`src/rtl/core/rte_pkg.sv`:
```
// shared types, constants and the phase transition table for the rotary encoder block
`timescale 1ns / 1ps

package rte_pkg;

    localparam int COUNT_BITS_DEF = 16;

    localparam int IN_TDATA_W  = 8;
    localparam int OUT_TDATA_W = 24;
    localparam int STEPS_W     = 16;
    localparam int TICK_W      = 16;
    localparam int CFG_IDX_W   = 2;
    localparam int CFG_DATA_W  = 16;
    localparam int SHIFT_W     = 2;

    // register indexes on the configuration port
    localparam logic [CFG_IDX_W-1:0] CFG_DEBOUNCE_TICKS   = 2'd0;
    localparam logic [CFG_IDX_W-1:0] CFG_LONG_PRESS_TICKS = 2'd1;
    localparam logic [CFG_IDX_W-1:0] CFG_DETENT_SHIFT     = 2'd2;

    localparam logic [TICK_W-1:0]  DEBOUNCE_TICKS_RST   = 16'd50;
    localparam logic [TICK_W-1:0]  LONG_PRESS_TICKS_RST = 16'd1000;
    localparam logic [SHIFT_W-1:0] DETENT_SHIFT_RST     = 2'd2;
    localparam logic [SHIFT_W-1:0] DETENT_SHIFT_MAX     = 2'd2;
    localparam logic [TICK_W-1:0]  TICK_SAT             = 16'hFFFF;

    // request kinds carried on tuser
    localparam logic REQ_TICK = 1'b0;
    localparam logic REQ_READ = 1'b1;

    // count change per phase transition, index {prev dt, prev clk, dt, clk}
    localparam logic signed [1:0] PHASE_STEP [16] = '{
        2'sd0, 2'sd1, -2'sd1, 2'sd0, -2'sd1, 2'sd0, 2'sd0, 2'sd1,
        2'sd1, 2'sd0, 2'sd0, -2'sd1, 2'sd0, -2'sd1, 2'sd1, 2'sd0
    };

    typedef struct packed {
        logic tick;
        logic read;
        logic pin_clk;
        logic pin_dt;
        logic pin_sw;
    } rte_req_t;

    typedef struct packed {
        logic press_seen;
        logic release_seen;
        logic long_press_seen;
        logic button_level;
    } rte_btn_flags_t;

endpackage

```
`src/rtl/core/rotary_encoder_with_button_top.sv`:
```
// top level of the rotary encoder decoder with button debounce
//
//   channel | direction | fields
//   s_      | in        | tuser: req_type; tdata: pin_clk, pin_dt, pin_sw
//   m_      | out       | tdata: detent_steps, press_seen, release_seen, long_press_seen,
//           |           |        button_level (read items only)
//   cfg_    | in        | debounce_ticks, long_press_ticks, detent_shift
//
// one item per cycle unless a read waits; an item passes through the input register,
// then the state update and result register
// ticks produce no result and never wait on the result side
// a read waits only while an earlier result is still not taken
// aresetn clears all but the payload registers, loads register defaults; no clearing pass
`timescale 1ns / 1ps

module rotary_encoder_with_button_top #(
    parameter int COUNT_BITS = rte_pkg::COUNT_BITS_DEF
) (
    input  logic                              aclk,
    input  logic                              aresetn,

    input  logic                              s_tvalid,
    output logic                              s_tready,
    input  logic [rte_pkg::IN_TDATA_W-1:0]    s_tdata,   // pin_clk, pin_dt, pin_sw, zero pad
    input  logic                              s_tuser,   // req_type

    output logic                              m_tvalid,
    input  logic                              m_tready,
    // detent_steps[15:0], press_seen, release_seen, long_press_seen, button_level, zero pad
    output logic [rte_pkg::OUT_TDATA_W-1:0]   m_tdata,

    input  logic                              cfg_we,
    input  logic [rte_pkg::CFG_IDX_W-1:0]     cfg_index,
    input  logic [rte_pkg::CFG_DATA_W-1:0]    cfg_wdata
);

    logic                              in_valid_reg;
    logic                              in_user_reg;
    logic [2:0]                        in_pins_reg;
    logic                              out_valid_reg;
    logic [rte_pkg::OUT_TDATA_W-1:0]   out_data_reg;

    logic [rte_pkg::TICK_W-1:0]        debounce_reg;
    logic [rte_pkg::TICK_W-1:0]        long_press_reg;
    logic [rte_pkg::SHIFT_W-1:0]       shift_reg;

    logic                              adv;
    rte_pkg::rte_req_t                 req;
    rte_pkg::rte_btn_flags_t           flags;
    logic signed [rte_pkg::STEPS_W-1:0] detent_steps;

    always_comb begin
        adv = in_valid_reg && (in_user_reg == rte_pkg::REQ_TICK || !out_valid_reg || m_tready);
        s_tready = !in_valid_reg || adv;

        req.tick    = adv && in_user_reg == rte_pkg::REQ_TICK;
        req.read    = adv && in_user_reg == rte_pkg::REQ_READ;
        req.pin_clk = in_pins_reg[0];
        req.pin_dt  = in_pins_reg[1];
        req.pin_sw  = in_pins_reg[2];

        m_tvalid = out_valid_reg;
        m_tdata  = out_data_reg;
    end

    rte_count #(
        .COUNT_BITS (COUNT_BITS)
    ) u_count (
        .aclk         (aclk),
        .aresetn      (aresetn),
        .req          (req),
        .detent_shift (shift_reg),
        .detent_steps (detent_steps)
    );

    rte_button u_button (
        .aclk             (aclk),
        .aresetn          (aresetn),
        .req              (req),
        .debounce_ticks   (debounce_reg),
        .long_press_ticks (long_press_reg),
        .flags            (flags)
    );

    always_ff @(posedge aclk) begin
        if (!aresetn) begin
            in_valid_reg   <= 1'b0;
            out_valid_reg  <= 1'b0;
            debounce_reg   <= rte_pkg::DEBOUNCE_TICKS_RST;
            long_press_reg <= rte_pkg::LONG_PRESS_TICKS_RST;
            shift_reg      <= rte_pkg::DETENT_SHIFT_RST;
        end else begin
            if (s_tvalid && s_tready) begin
                in_valid_reg <= 1'b1;
            end else if (adv) begin
                in_valid_reg <= 1'b0;
            end

            if (req.read) begin
                out_valid_reg <= 1'b1;
            end else if (m_tready) begin
                out_valid_reg <= 1'b0;
            end

            if (cfg_we) begin
                case (cfg_index)
                    rte_pkg::CFG_DEBOUNCE_TICKS:   debounce_reg   <= cfg_wdata;
                    rte_pkg::CFG_LONG_PRESS_TICKS: long_press_reg <= cfg_wdata;
                    rte_pkg::CFG_DETENT_SHIFT:     shift_reg      <= cfg_wdata[rte_pkg::SHIFT_W-1:0];
                    default: ;
                endcase
            end
        end
    end

    // payload registers
    always_ff @(posedge aclk) begin
        if (s_tvalid && s_tready) begin
            in_user_reg <= s_tuser;
            in_pins_reg <= s_tdata[2:0];
        end
        if (req.read) begin
            out_data_reg <= {4'b0000, flags.button_level, flags.long_press_seen,
                             flags.release_seen, flags.press_seen, detent_steps};
        end
    end

endmodule

```
`src/rtl/core/rte_count.sv`:
```
// quadrature phase decoding, saturating count accumulator and detent conversion
`timescale 1ns / 1ps

module rte_count #(
    parameter int COUNT_BITS = rte_pkg::COUNT_BITS_DEF
) (
    input  logic                                 aclk,
    input  logic                                 aresetn,
    input  rte_pkg::rte_req_t                    req,
    input  logic [rte_pkg::SHIFT_W-1:0]          detent_shift,
    output logic signed [rte_pkg::STEPS_W-1:0]   detent_steps
);

    localparam int SW = (COUNT_BITS + 1 > rte_pkg::STEPS_W + 1) ? COUNT_BITS + 1
                                                                 : rte_pkg::STEPS_W + 1;
    localparam logic signed [SW-1:0] STEP_MAX = SW'(32767);
    localparam logic signed [SW-1:0] STEP_MIN = -SW'(32768);
    localparam logic signed [COUNT_BITS-1:0] ACC_MAX = {1'b0, {(COUNT_BITS-1){1'b1}}};
    localparam logic signed [COUNT_BITS-1:0] ACC_MIN = {1'b1, {(COUNT_BITS-1){1'b0}}};

    logic [1:0]                    phase_reg, phase_next;
    logic                          primed_reg, primed_next;
    logic signed [COUNT_BITS-1:0]  accum_reg, accum_next;
    logic signed [2:0]             rem_reg, rem_next;

    logic [1:0]                    cur_phase;
    logic signed [1:0]             step;
    logic [rte_pkg::SHIFT_W-1:0]   sh;
    logic signed [SW-1:0]          total, bias, adj, quot, rem_full;

    always_comb begin
        cur_phase = {req.pin_dt, req.pin_clk};
        step      = rte_pkg::PHASE_STEP[{phase_reg, cur_phase}];
        sh        = (detent_shift > rte_pkg::DETENT_SHIFT_MAX) ? rte_pkg::DETENT_SHIFT_MAX
                                                               : detent_shift;
        total     = SW'(accum_reg) + SW'(rem_reg);
        case (sh)
            2'd0:    bias = '0;
            2'd1:    bias = SW'(1);
            default: bias = SW'(3);
        endcase
        // bias negatives so the arithmetic shift truncates toward zero
        adj      = total[SW-1] ? total + bias : total;
        quot     = adj >>> sh;
        rem_full = total - (quot <<< sh);

        phase_next   = phase_reg;
        primed_next  = primed_reg;
        accum_next   = accum_reg;
        rem_next     = rem_reg;
        detent_steps = '0;

        if (req.tick) begin
            phase_next  = cur_phase;
            primed_next = 1'b1;
            if (primed_reg) begin
                if (step > 2'sd0) begin
                    if (accum_reg != ACC_MAX) accum_next = accum_reg + COUNT_BITS'(1);
                end else if (step < 2'sd0) begin
                    if (accum_reg != ACC_MIN) accum_next = accum_reg - COUNT_BITS'(1);
                end
            end
        end

        if (req.read && accum_reg != '0) begin
            accum_next = '0;
            rem_next   = rem_full[2:0];
            if (quot > STEP_MAX)      detent_steps = 16'sh7FFF;
            else if (quot < STEP_MIN) detent_steps = -16'sh8000;
            else                      detent_steps = quot[rte_pkg::STEPS_W-1:0];
        end
    end

    always_ff @(posedge aclk) begin
        if (!aresetn) begin
            phase_reg  <= '0;
            primed_reg <= 1'b0;
            accum_reg  <= '0;
            rem_reg    <= '0;
        end else begin
            phase_reg  <= phase_next;
            primed_reg <= primed_next;
            accum_reg  <= accum_next;
            rem_reg    <= rem_next;
        end
    end

endmodule

```
`src/rtl/core/rte_button.sv`:
```
// push-button debounce with press, short release and long press flags
`timescale 1ns / 1ps

module rte_button (
    input  logic                         aclk,
    input  logic                         aresetn,
    input  rte_pkg::rte_req_t            req,
    input  logic [rte_pkg::TICK_W-1:0]   debounce_ticks,
    input  logic [rte_pkg::TICK_W-1:0]   long_press_ticks,
    output rte_pkg::rte_btn_flags_t      flags
);

    logic                        db_reg, db_next;
    logic                        press_reg, press_next;
    logic                        release_reg, release_next;
    logic                        long_reg, long_next;
    logic                        supp_reg, supp_next;
    logic [rte_pkg::TICK_W-1:0]  tsc_reg, tsc_next;
    logic [rte_pkg::TICK_W-1:0]  tsp_reg, tsp_next;

    logic                        raw;
    logic [rte_pkg::TICK_W-1:0]  tsc_bump, tsp_bump;

    always_comb begin
        raw      = !req.pin_sw;
        tsc_bump = (tsc_reg == rte_pkg::TICK_SAT) ? tsc_reg : tsc_reg + 16'd1;
        tsp_bump = (tsp_reg == rte_pkg::TICK_SAT) ? tsp_reg : tsp_reg + 16'd1;

        db_next      = db_reg;
        press_next   = press_reg;
        release_next = release_reg;
        long_next    = long_reg;
        supp_next    = supp_reg;
        tsc_next     = tsc_reg;
        tsp_next     = tsp_reg;

        if (req.tick) begin
            tsc_next = tsc_bump;
            tsp_next = tsp_bump;
            if (raw != db_reg) begin
                if (tsc_bump > debounce_ticks) begin
                    db_next  = raw;
                    tsc_next = '0;
                    if (raw) begin
                        press_next = 1'b1;
                        tsp_next   = '0;
                        long_next  = 1'b0;
                        supp_next  = 1'b0;
                    end else if (!supp_reg) begin
                        release_next = 1'b1;
                    end
                end
            end else if (db_reg && !long_reg) begin
                if (tsp_bump > long_press_ticks) begin
                    long_next = 1'b1;
                    supp_next = 1'b1;
                end
            end
        end

        // a read reports the flags and clears them; suppression stays with the hold
        if (req.read) begin
            press_next   = 1'b0;
            release_next = 1'b0;
            long_next    = 1'b0;
        end

        flags.press_seen      = press_reg;
        flags.release_seen    = release_reg;
        flags.long_press_seen = long_reg;
        flags.button_level    = db_reg;
    end

    always_ff @(posedge aclk) begin
        if (!aresetn) begin
            db_reg      <= 1'b0;
            press_reg   <= 1'b0;
            release_reg <= 1'b0;
            long_reg    <= 1'b0;
            supp_reg    <= 1'b0;
            tsc_reg     <= '0;
            tsp_reg     <= '0;
        end else begin
            db_reg      <= db_next;
            press_reg   <= press_next;
            release_reg <= release_next;
            long_reg    <= long_next;
            supp_reg    <= supp_next;
            tsc_reg     <= tsc_next;
            tsp_reg     <= tsp_next;
        end
    end

`ifndef NO_ASSERTIONS
    // an accepted press always leaves the press flag set
    a_press_flagged: assert property (@(posedge aclk) disable iff (!aresetn)
        $rose(db_reg) |-> press_reg)
        else $error("debounced press without press flag");

    // a long press always arms release suppression
    a_long_supp: assert property (@(posedge aclk) disable iff (!aresetn)
        long_reg |-> supp_reg)
        else $error("long press flagged without release suppression");

    // a release flag only appears with the button released
    a_release_level: assert property (@(posedge aclk) disable iff (!aresetn)
        $rose(release_reg) |-> !db_reg)
        else $error("release flagged while button held");
`endif

endmodule
```
`config.mk`:
```
export PLATFORM = sky130hd
export DESIGN_NAME = rotary_encoder_with_button_top
export DESIGN_NICKNAME = d
export VERILOG_FILES = /design/src/rtl/core/rte_pkg.sv /design/src/rtl/core/rotary_encoder_with_button_top.sv /design/src/rtl/core/rte_count.sv /design/src/rtl/core/rte_button.sv
export SDC_FILE = /design/constraint.sdc
export NUM_CORES = 1
export LEC_CHECK = 0
export BUFFER_PORTS_ARGS = -buffer_cell sky130_fd_sc_hd__buf_2
export CAP_MARGIN = 10
export CORE_ASPECT_RATIO = 0.8
export CORE_MARGIN = 8
export CORE_UTILIZATION = 54
export DETAILED_ROUTE_END_ITERATION = 16
export PLACE_DENSITY = 0.86
export SLEW_MARGIN = 10
export SYNTH_ARGS = -nofsm -noshare
export SYNTH_HDL_FRONTEND = slang
export SYNTH_SLANG_ARGS = --single-unit
```
`constraint.sdc`:
```
create_clock -name aclk -period 4 [get_ports aclk]
set_clock_uncertainty 0.05 [all_clocks]
set_input_delay 0 -clock aclk [delete_from_list [all_inputs] [get_ports aclk]]
set_output_delay 0 -clock aclk [all_outputs]
set_load 0.05 [all_outputs]
```
==> qor.csv, run 1 <==
stage;metric;value;unit
timing;Slew @ Worst Pin;1.09;ns
placement;gpl congestion;0.900;
timing;fmax;245;MHz
global_routing;first-pass GRT wire length;39300;um
placement;I/O Buffers;48;
floorplanning;num rows;41;
min_path;hold depth;4;
layout;FILL cells;1172;
floorplanning;starting density of the core;55.2;%
layout;Multi-input gate area;5910;um2
cts;clock buffer depth;2;
detailed_routing;Via Count;8591;
detailed_routing;Routed WL;25400;um
cts;Clock Root Buffer;clkbuf_16;
detailed_routing;via/cell ratio;6.20;
setup_path;Reg2Reg Setup Slack;-0.08;ns
timing;Final setup violation count;4;
yosys;mean post-synth cell area;8.22;um2
yosys;synthesized flop and latch total;119;
cts;Num CTS Buffers;17;
job;max-cap viol count;0;
detailed_routing;remaining antenna violation count;0;
detailed_routing;router iterations before antenna repair;5;
setup_path;R2R depth;21;
yosys;Mapped Cells;1061;
timing;final hold vios;0;
yosys;Netlist cell types;89;
yosys;Synth Flop Type;dfxtp_1;
layout;Area Growth Syn to Fin;21.0;%
layout;register area;2620;um2
yosys;Mapped Area;8720;um2
timing;final setup margin;-0.0781;ns
setup_path;maximum fanout along the worst path;6;
cts;H-tree levels;4;
timing;max-slew violation count;0;
min_path;Worst Min Path Start;cfg_index[0];
cts;Worst-path clk slew;0.06;ns
placement;DP Wirelength;15900;um
layout;fin util;66.8;%
timing;Hold WS;0.0484;ns
layout;Layout Cells excl Fill;1386;
min_path;Hold Crit Class;in -> reg;
pwr;Lkg Pwr;4.25;nW
timing;final worst path period need;4.08;ns
layout;fin nets;1264;
yosys;yosys warns;0;
global_routing;gr usage total;23.7;%
global_routing;total global routing overflow;0;
setup_path;R2R Path Start;u_button.tsc_reg[0];
global_routing;vias in the first global route;8215;
placement;placed instance count;1317;
detailed_routing;DRC viols;0;
cts;clock sink count;119;
yosys;ranking of synthesized cells by area;dfxtp_1, ha_1, edfxtp_1, nand2_1, xnor2_1;
setup_path;Worst EP required;4.32;ns
setup_path;Startpoint Class;register;
status;failing checks;negative setup slack;
pwr;worst vdd rail ir drop;0.297;mV
yosys;ys async rst share;0;%
detailed_routing;post-DR wirelength/cell;18.3;um
setup_path;Setup crit end kind;register;
status;status;finished with violations;
floorplanning;Die W;158;um
setup_path;r2r endpoint;u_button.tsc_reg[6];
floorplanning;Core Area;15800;um2
yosys;sequential area share after synthesis;30.1;%
yosys;dominant cell type by area after synthesis;dfxtp_1;
timing;Tcrit/Tclk final;102;%
pwr;Power Dens Cells;312;nW/um2
yosys;Post-synth EDFFs;24;
floorplanning;IO Count;58;
min_path;WHS Endpoint;debounce_reg[9];
global_routing;initial antenna violation count;1;
floorplanning;chip height;130;um
global_routing;largest net degree at the start of global routing;40;
timing;headroom to the max-slew limit;27.1;%
floorplanning;DIE AREA;20500;um2
cts;CTS tree;built;
layout;layout cell share with drive strength beyond 1;17.2;%
cts;worst skew pair latency;0.43;ns
setup_path;Crit Path Category;reg -> reg;
detailed_routing;initial drt markers;773;
layout;max FFs per register;20;
yosys;Yosys top cell area share;21.8;%
setup_path;crit path DAT;4.40;ns
-- layer usage --
layer	up-vias	track usage, %	part of all wire [%]
li1	3974	-	-
met1	4029	29.2	41
met2	463	37.6	46
met3	125	6.19	8.3
met4	0	12.3	4.7
met5	-	0	0
-- cell families (layout without fill, tap and decap cells) --
logic type | Yosys count | count (layout) | share of synthesized area [%]
DFF | 119 | 119 | 30.1
xor gates and xnor gates | 69 | 69 | 7.27
AOI/OAI and AO/OA | 255 | 255 | 20.3
other | 1 | 5 | 0.0430
adders and majority gates | 76 | 76 | 11.2
buffers and inverters | 105 | 211 | 4.76
and+or+nand+nor | 413 | 413 | 23.3
muxes | 23 | 23 | 3.00
-- metrics by stage --
step	total power [mW]	TNS (ns)	cell area, um2	setup WS (ns)
global placement	1.58	0	9350	0.112
floorplan	1.51	0	8750	0.00991
detailed placement	1.59	-0.359	9350	-0.0988
finish	3.29	-0.188	10600	-0.0781
CTS	3.26	0	10300	0.00828
global route	3.38	-1.34	10600	-0.133
-- critical path: stages (launching register included) --
cell and delay, ns:
dfxtp_1 0.32, ha_2 0.20, and3_1 0.20, and3_4 0.19
nand2b_1 0.14, and4_4 0.27, nand3_4 0.12, xnor2_4 0.22
ha_4 0.24, a21o_1 0.14, a21o_1 0.19, a2111oi_2 0.31
o21ai_1 0.16, and2_4 0.19, a31oi_4 0.21, buf_6 0.18
buf_4 0.13, buf_4 0.14, nor2b_1 0.13, o21ai_0 0.07
o21ai_0 0.09, and2_1 0.14
-- cell usage after synthesis (16+ instances only) --
library cell  number
nor2b_1           35
a21boi_0          35
o21ai_0           41
nor2_1            72
nor3_1            25
clkbuf_1          40
o21a_1            16
inv_1             55
xor2_1            32
edfxtp_1          24
xnor2_1           33
nand3_1           38
ha_1              71
nand4_1           21
nand2_1          143
o211ai_1          17
a21oi_1           50
mux2i_1           16
dfxtp_1           95
-- how the worst max path moves through the flow --
stage                         from             endpoint  slack [ns]  depth (start not counted)
2_1_floorplan  u_button.tsc_reg[3]  u_button.tsc_reg[0]        0.01                         22
3_3_place_gp   u_button.tsc_reg[5]  u_button.tsp_reg[6]        0.11                         20
3_5_place_dp   u_button.tsc_reg[5]  u_button.tsp_reg[6]        -0.1                         20
4_1_cts        u_button.tsc_reg[0]  u_button.tsc_reg[6]       0.008                         21
5_1_grt        u_button.tsc_reg[0]  u_button.tsc_reg[0]       -0.13                         20
6_report       u_button.tsc_reg[0]  u_button.tsc_reg[6]       -0.08                         21
-- report_power, final --
part / internal, mW / total, mW / switching (mW)
combinational: 0.134 / 0.349 / 0.215
clock: 1.08 / 1.68 / 0.605
sequential: 1.25 / 1.26 / 0.0168
-- final cells by class --
| class | count | area share [%] |
|---|---|---|
| Antenna cell | 1 | 0.0237 |
| Clock buffer | 20 | 4.63 |
| Clock inverter | 12 | 1.52 |
| Inverter | 55 | 1.96 |
| Multi-Input combinational cell | 840 | 56.0 |
| Sequential cell | 119 | 24.9 |
| Tap cell | 215 | 2.55 |
| Timing Repair Buffer | 124 | 8.50 |
-- timing repair --
item,CTS,global route
hold buffers,27,0
gates resized for setup,5,44
endpoints found under the setup margin,16,40
cloned,1,0
pin swaps,2,18
endpoints found under the hold margin,44,0
setup buffers,5,2
-- cells in the final DEF (no fill, tap or decap), types with 35 or more instances in the layout --
cell type,n
a21oi_1,48
buf_2,48
buf_4,45
dfxtp_1,94
ha_1,69
inv_1,55
nand2_1,140
nor2_1,66
nor2b_1,35
o21ai_0,38
Note: power is estimated with default switching activity, not from simulation.
==> inputs of run 2 (changes only) <==
- PLACE_DENSITY: 0.86 -> 0.72
- clock period: 4 -> 4.4 ns (I/O delays scaled with it)
==> run 2 against run 1 <==
The run now ends clean. Cell count shrank 1.9%. Setup slack gained 0.38 ns. Non-clock buffer count fell by 27. Global-route usage shrank 2.7 points. Highest routed layer unchanged. Via count is 9.9% lower.
==> qor.csv, run 2 (synthesis gave the netlist of run 1 again) <==
stage;metric;value;unit
cts;CTS tree;built;
cts;clock buffer depth;2;
setup_path;crit-path cells;ha_1 -> nand2_1 -> nor3_1 -> and3_1 -> nand3_1 -> nand2_1 -> nand2_1 -> ha_1 -> nor2b_1 -> o21a_1 -> o21a_1 -> o21a_1 -> o21ai_0 -> nand2b_1 -> a21oi_1 -> o221ai_1 -> a31oi_1 -> nor3_1;
floorplanning;IO Count;58;
setup_path;maximum fanout along the worst path;8;
layout;Layout Cells excl Fill;1359;
job;max-cap viol count;0;
floorplanning;chip height;130;um
global_routing;total global routing overflow;0;
timing;Final setup violation count;0;
cts;Num CTS Buffers;17;
cts;clock sink count;119;
detailed_routing;post-DR wirelength/cell;15.4;um
layout;fin util;63.8;%
floorplanning;Die W;158;um
global_routing;first-pass GRT wire length;34800;um
timing;Hold WS;0.0341;ns
pwr;Sw Ratio;24.3;%
pwr;Logic pwr share;10.5;%
pwr;Lkg Pwr;4.03;nW
layout;FILL cells;1364;
detailed_routing;Via Count;7741;
cts;Worst-path clk slew;0.05;ns
pwr;P_int;2.11;mW
layout;commonest non-fill, non-tap cell in the layout;nand2_1;
setup_path;Crit Path Category;reg -> reg;
global_routing;largest net degree at the start of global routing;74;
pwr;post-layout power;2.79;mW
detailed_routing;via/cell ratio;5.70;
timing;max-slew violation count;0;
cts;# Post-CTS Setup Buffers;0;
layout;most frequent cells in the layout;nand2_1, dfxtp_1, ha_1;
floorplanning;DIE AREA;20500;um2
setup_path;Startpoint Class;register;
timing;final worst path period need;4.10;ns
pwr;sequential share of power;41.2;%
status;status;finished clean;
floorplanning;num rows;41;
placement;placed instance count;1301;
global_routing;vias in the first global route;7083;
detailed_routing;initial drt markers;522;
placement;DP Wirelength;15200;um
timing;fmax;244;MHz
cts;worst skew pair latency;0.42;ns
global_routing;gr usage total;21.0;%
timing;Tcrit/Tclk final;93.1;%
layout;layout cell share with drive strength beyond 1;12.2;%
setup_path;Worst EP required;4.64;ns
layout;Area Growth Syn to Fin;15.6;%
pwr;Net Sw Power;0.678;mW
floorplanning;Core Area;15800;um2
detailed_routing;DRC viols;0;
pwr;Clock Power Share;48.3;%
detailed_routing;Routed WL;20900;um
timing;headroom to the max-slew limit;27.1;%
placement;Post-DP Area;9230;um2
setup_path;crit path max-delay cell type;dfxtp_1;
min_path;Hold Crit Class;in -> reg;
setup_path;Slowest Stage Delay on Critical Path;0.44;ns
cts;H-tree levels;4;
placement;gpl congestion;0.900;
timing;final hold vios;0;
timing;RSZ-0062 raised after global routing;no;
timing;final setup TNS;0;ns
placement;I/O Buffers;48;
placement;pre-CTS setup slack;0.179;ns
detailed_routing;remaining antenna violation count;0;
timing;final setup margin;0.301;ns
pwr;worst vdd rail ir drop;0.279;mV
layout;max FFs per register;20;
timing;Slew @ Worst Pin;1.09;ns
layout;Post-Layout Inst Area;10100;um2
global_routing;initial antenna violation count;0;
cts;Clock Root Buffer;clkbuf_16;
setup_path;Setup crit end kind;register;
setup_path;crit path DAT;4.34;ns
layout;fin nets;1237;
pwr;Power Dens Cells;277;nW/um2
detailed_routing;router iterations before antenna repair;5;
floorplanning;starting density of the core;55.2;%
## run 2: worst paths after layout
| path | from | end | slack [ns] | cells past startpoint |
|---|---|---|---|---|
| worst max-delay path | u_button.tsp_reg[0] | u_button.long_reg | 0.30 | 18 |
| worst min-delay path | cfg_index[0] | debounce_reg[13] | 0.03 | 4 |
| worst max register to register | u_button.tsp_reg[0] | u_button.long_reg | 0.30 | 18 |
| worst min register to register | u_button.release_reg | m_tdata[17] | 0.38 | 0 |
## run 2: worst max-delay path: cells and delay by family (launching register included)
kind | cells | cell delay [ns]
AO/OA/AOI/OAI | 7 | 1.36
adder cells (fa/ha/maj) | 2 | 0.53
flip-flops | 1 | 0.44
AND/OR/NAND/NOR | 9 | 1.59
## run 2: power by group through the flow
stage	sequential, mW	combinational [mW]	clock [mW]
6_report	1.15	0.292	1.35
5_1_grt	1.15	0.321	1.41
4_1_cts	1.15	0.288	1.36
3_5_place_dp	1.17	0.269	0
3_3_place_gp	1.17	0.264	0
2_1_floorplan	1.19	0.185	0
## run 2: area by class of cell
cell class,instances,area (um2),area share [%]
diodes,1,2.50,0.0248
clock buffers,24,472,4.68
clock inverters,8,98.8,0.981
inverters,55,206,2.05
multi-input cells,840,5730,56.8
flip-flops and latches,119,2620,26.0
well taps,215,269,2.67
repair buffers,97,683,6.78
## run 2: per-layer routing
layer / track usage [%] / part of all wire (%) / vias to the layer above
li1: - / - / 3922
met1: 30.1 / 51 / 3562
met2: 30.6 / 41 / 215
met3: 3.89 / 5.8 / 42
met4: 8.02 / 2.5 / 0
met5: 0 / 0 / -
## run 2: repair_timing
action / CTS / global route
hold buffers: 25 / 0
endpoints found under the setup margin: 0 / 26
endpoints found under the hold margin: 44 / 0
gates resized for setup: 0 / 6
==> inputs of run 3 (changes only) <==
- CELL_PAD_IN_SITES_DETAIL_PLACEMENT: not set -> 2
- CELL_PAD_IN_SITES_GLOBAL_PLACEMENT: not set -> 2
- CORE_UTILIZATION: 54 -> 38
- PLACE_DENSITY: 0.72 -> not set
- PLACE_DENSITY_LB_ADDON: not set -> 0.1
==> run 3 against run 2 <==
Sequential power hardly changed. Non-clock buffer count rose by 10. Maximum frequency is 3.9% lower. Core utilization fell by 17 points. Wire length rose by 53%.
==> qor.csv, run 3 (synthesis gave the netlist of run 1 again) <==
stage;metric;value;unit
layout;layout cell share with drive strength beyond 1;14.7;%
status;status;finished clean;
setup_path;Reg2Reg Setup Slack;0.13;ns
layout;Area Growth Syn to Fin;19.5;%
layout;max FFs per register;20;
timing;Slew @ Worst Pin;0.951;ns
timing;headroom to the max-slew limit;36.6;%
setup_path;r2r endpoint;u_button.tsp_reg[2];
cts;clock buffer depth;2;
setup_path;CP top delay family;simple AND/OR/NAND/NOR gates;
cts;Num CTS Buffers;17;
layout;fin util;46.3;%
cts;H-tree levels;4;
timing;final worst path period need;4.27;ns
global_routing;largest net degree at the start of global routing;48;
min_path;WHS Endpoint;debounce_reg[7];
global_routing;total global routing overflow;0;
timing;fmax;234;MHz
floorplanning;DIE AREA;28100;um2
timing;Hold WS;0.0332;ns
global_routing;first-pass GRT wire length;51100;um
placement;I/O Buffers;48;
detailed_routing;DRC viols;0;
timing;final hold vios;0;
timing;max-slew violation count;0;
setup_path;Worst EP required;4.72;ns
floorplanning;IO Count;58;
job;max-cap viol count;0;
layout;commonest non-fill, non-tap cell in the layout;nand2_1;
setup_path;Crit Path Category;reg -> reg;
timing;Final setup violation count;0;
placement;Post-DP Area;9410;um2
cts;Worst-path clk slew;0.06;ns
detailed_routing;Via Count;8231;
setup_path;WP buf/inv;2;
setup_path;crit-path cells;ha_1 -> and3_1 -> and3_4 -> nand2b_1 -> and4_1 -> nand3_2 -> xnor2_2 -> ha_1 -> a21o_1 -> a21o_1 -> a2111oi_2 -> o21ai_0 -> and2_1 -> a31oi_4 -> buf_4 -> nor2_1 -> buf_4 -> nor4_1 -> a21oi_1 -> nor2b_1;
placement;DP Wirelength;21100;um
pwr;Power Dens Cells;297;nW/um2
detailed_routing;remaining antenna violation count;0;
floorplanning;chip height;152;um
floorplanning;Die W;185;um
global_routing;gr usage total;23.1;%
setup_path;Slowest Stage Delay on Critical Path;0.36;ns
cts;CTS tree;built;
cts;clock sink count;119;
cts;Clock Root Buffer;clkbuf_16;
min_path;Worst Min Path Start;cfg_index[0];
detailed_routing;initial drt markers;306;
setup_path;Setup crit end kind;register;
min_path;hold depth;4;
setup_path;crit path DAT;4.58;ns
setup_path;maximum fanout along the worst path;6;
detailed_routing;post-DR wirelength/cell;21.9;um
setup_path;R2R Path Start;u_button.tsc_reg[1];
floorplanning;num rows;49;
layout;FILL cells;2509;
detailed_routing;via/cell ratio;5.64;
pwr;worst vdd rail ir drop;0.247;mV
layout;most frequent cells in the layout;nand2_1, dfxtp_1, ha_1;
floorplanning;starting density of the core;38.8;%
setup_path;crit path max-delay cell type;dfxtp_2;
layout;Post-Layout Inst Area;10400;um2
min_path;Hold Crit Class;in -> reg;
floorplanning;Core Area;22500;um2
global_routing;vias in the first global route;9149;
pwr;post-layout power;3.09;mW
global_routing;initial antenna violation count;1;
placement;gpl congestion;0.809;
timing;Tcrit/Tclk final;97.0;%
cts;worst skew pair latency;0.44;ns
detailed_routing;router iterations before antenna repair;4;
detailed_routing;Routed WL;32000;um
pwr;Lkg Pwr;4.17;nW
setup_path;Startpoint Class;register;
layout;fin nets;1247;
setup_path;R2R depth;20;
run 3: cell types whose count changed in the layout (fill, tap and decap cells not counted), sizes merged:
cell / delta
buf: +12
clkbuf: -6
clkinv: +4
bufinv: +3
clkinvlp: -2
dlygate4sd3: -2
inv: +1
run 3: where the power goes:
group          internal (mW)  leakage (nW)  total (mW)  switching, mW
Sequential              1.13         0.998        1.15         0.0174
Clock                   1.04         0.326        1.62          0.577
Combinational          0.118          2.84       0.319          0.201
Total                   2.30          4.17        3.09          0.796
run 3: layer usage:
metal	vias up	wire length, um	global-route usage [%]
met2	134	15100	39.0
met3	35	983	3.86
met5	-	0	0
met1	4129	15400	30.1
li1	3933	-	-
met4	0	487	6.83
run 3: area by class of cell:
class | count | area, um2 | share of cell area, %
multi-input combinational | 840 | 5790 | 55.5
sequential | 119 | 2630 | 25.2
timing repair buffer | 107 | 744 | 7.14
clock buffer | 18 | 450 | 4.32
tap | 306 | 383 | 3.67
clock inverter | 14 | 220 | 2.11
inverter | 55 | 206 | 1.98
antenna | 1 | 2.50 | 0.0240
run 3: tightest hold or removal path: cells and delay by family:
family                 cells  cell delay (ns)
AOI/OAI and AO/OA          1             0.07
and+or+nand+nor            2             0.22
buffers and inverters      1             0.16
run 3: worst max path at each step:
stage	from	to	slack, ns	cells past startpoint
after CTS	u_button.tsc_reg[1]	u_button.tsc_reg[8]	0.02	20
after detailed placement	u_button.tsc_reg[5]	u_button.tsc_reg[3]	-0.02	19
after global placement	u_button.tsc_reg[5]	u_button.tsc_reg[6]	0.17	19
after global routing	u_button.tsc_reg[1]	u_button.tsc_reg[4]	-0.006	20
final	u_button.tsc_reg[1]	u_button.tsp_reg[2]	0.13	20
after floorplan	u_button.tsc_reg[0]	u_button.tsc_reg[0]	0.07	21
run 3: stage by stage:
| step | TNS (ns) | setup slack [ns] | std cells |
|---|---|---|---|
| floorplan | 0 | 0.0746 | 1064 |
| global placement | 0 | 0.166 | 1401 |
| detailed placement | -0.0243 | -0.0243 | 1401 |
| CTS | 0 | 0.0175 | 1457 |
| global route | -0.0124 | -0.00560 | 1460 |
| finish | 0 | 0.134 | 1460 |
run 3: timing repair:
item	in CTS	in global routing
buffers inserted	1	2
setup endpoints to repair	33	23
hold buffers	23	0
pin swaps	0	2
cloned	0	0
resized for setup	6	16
endpoints found under the hold margin	44	0
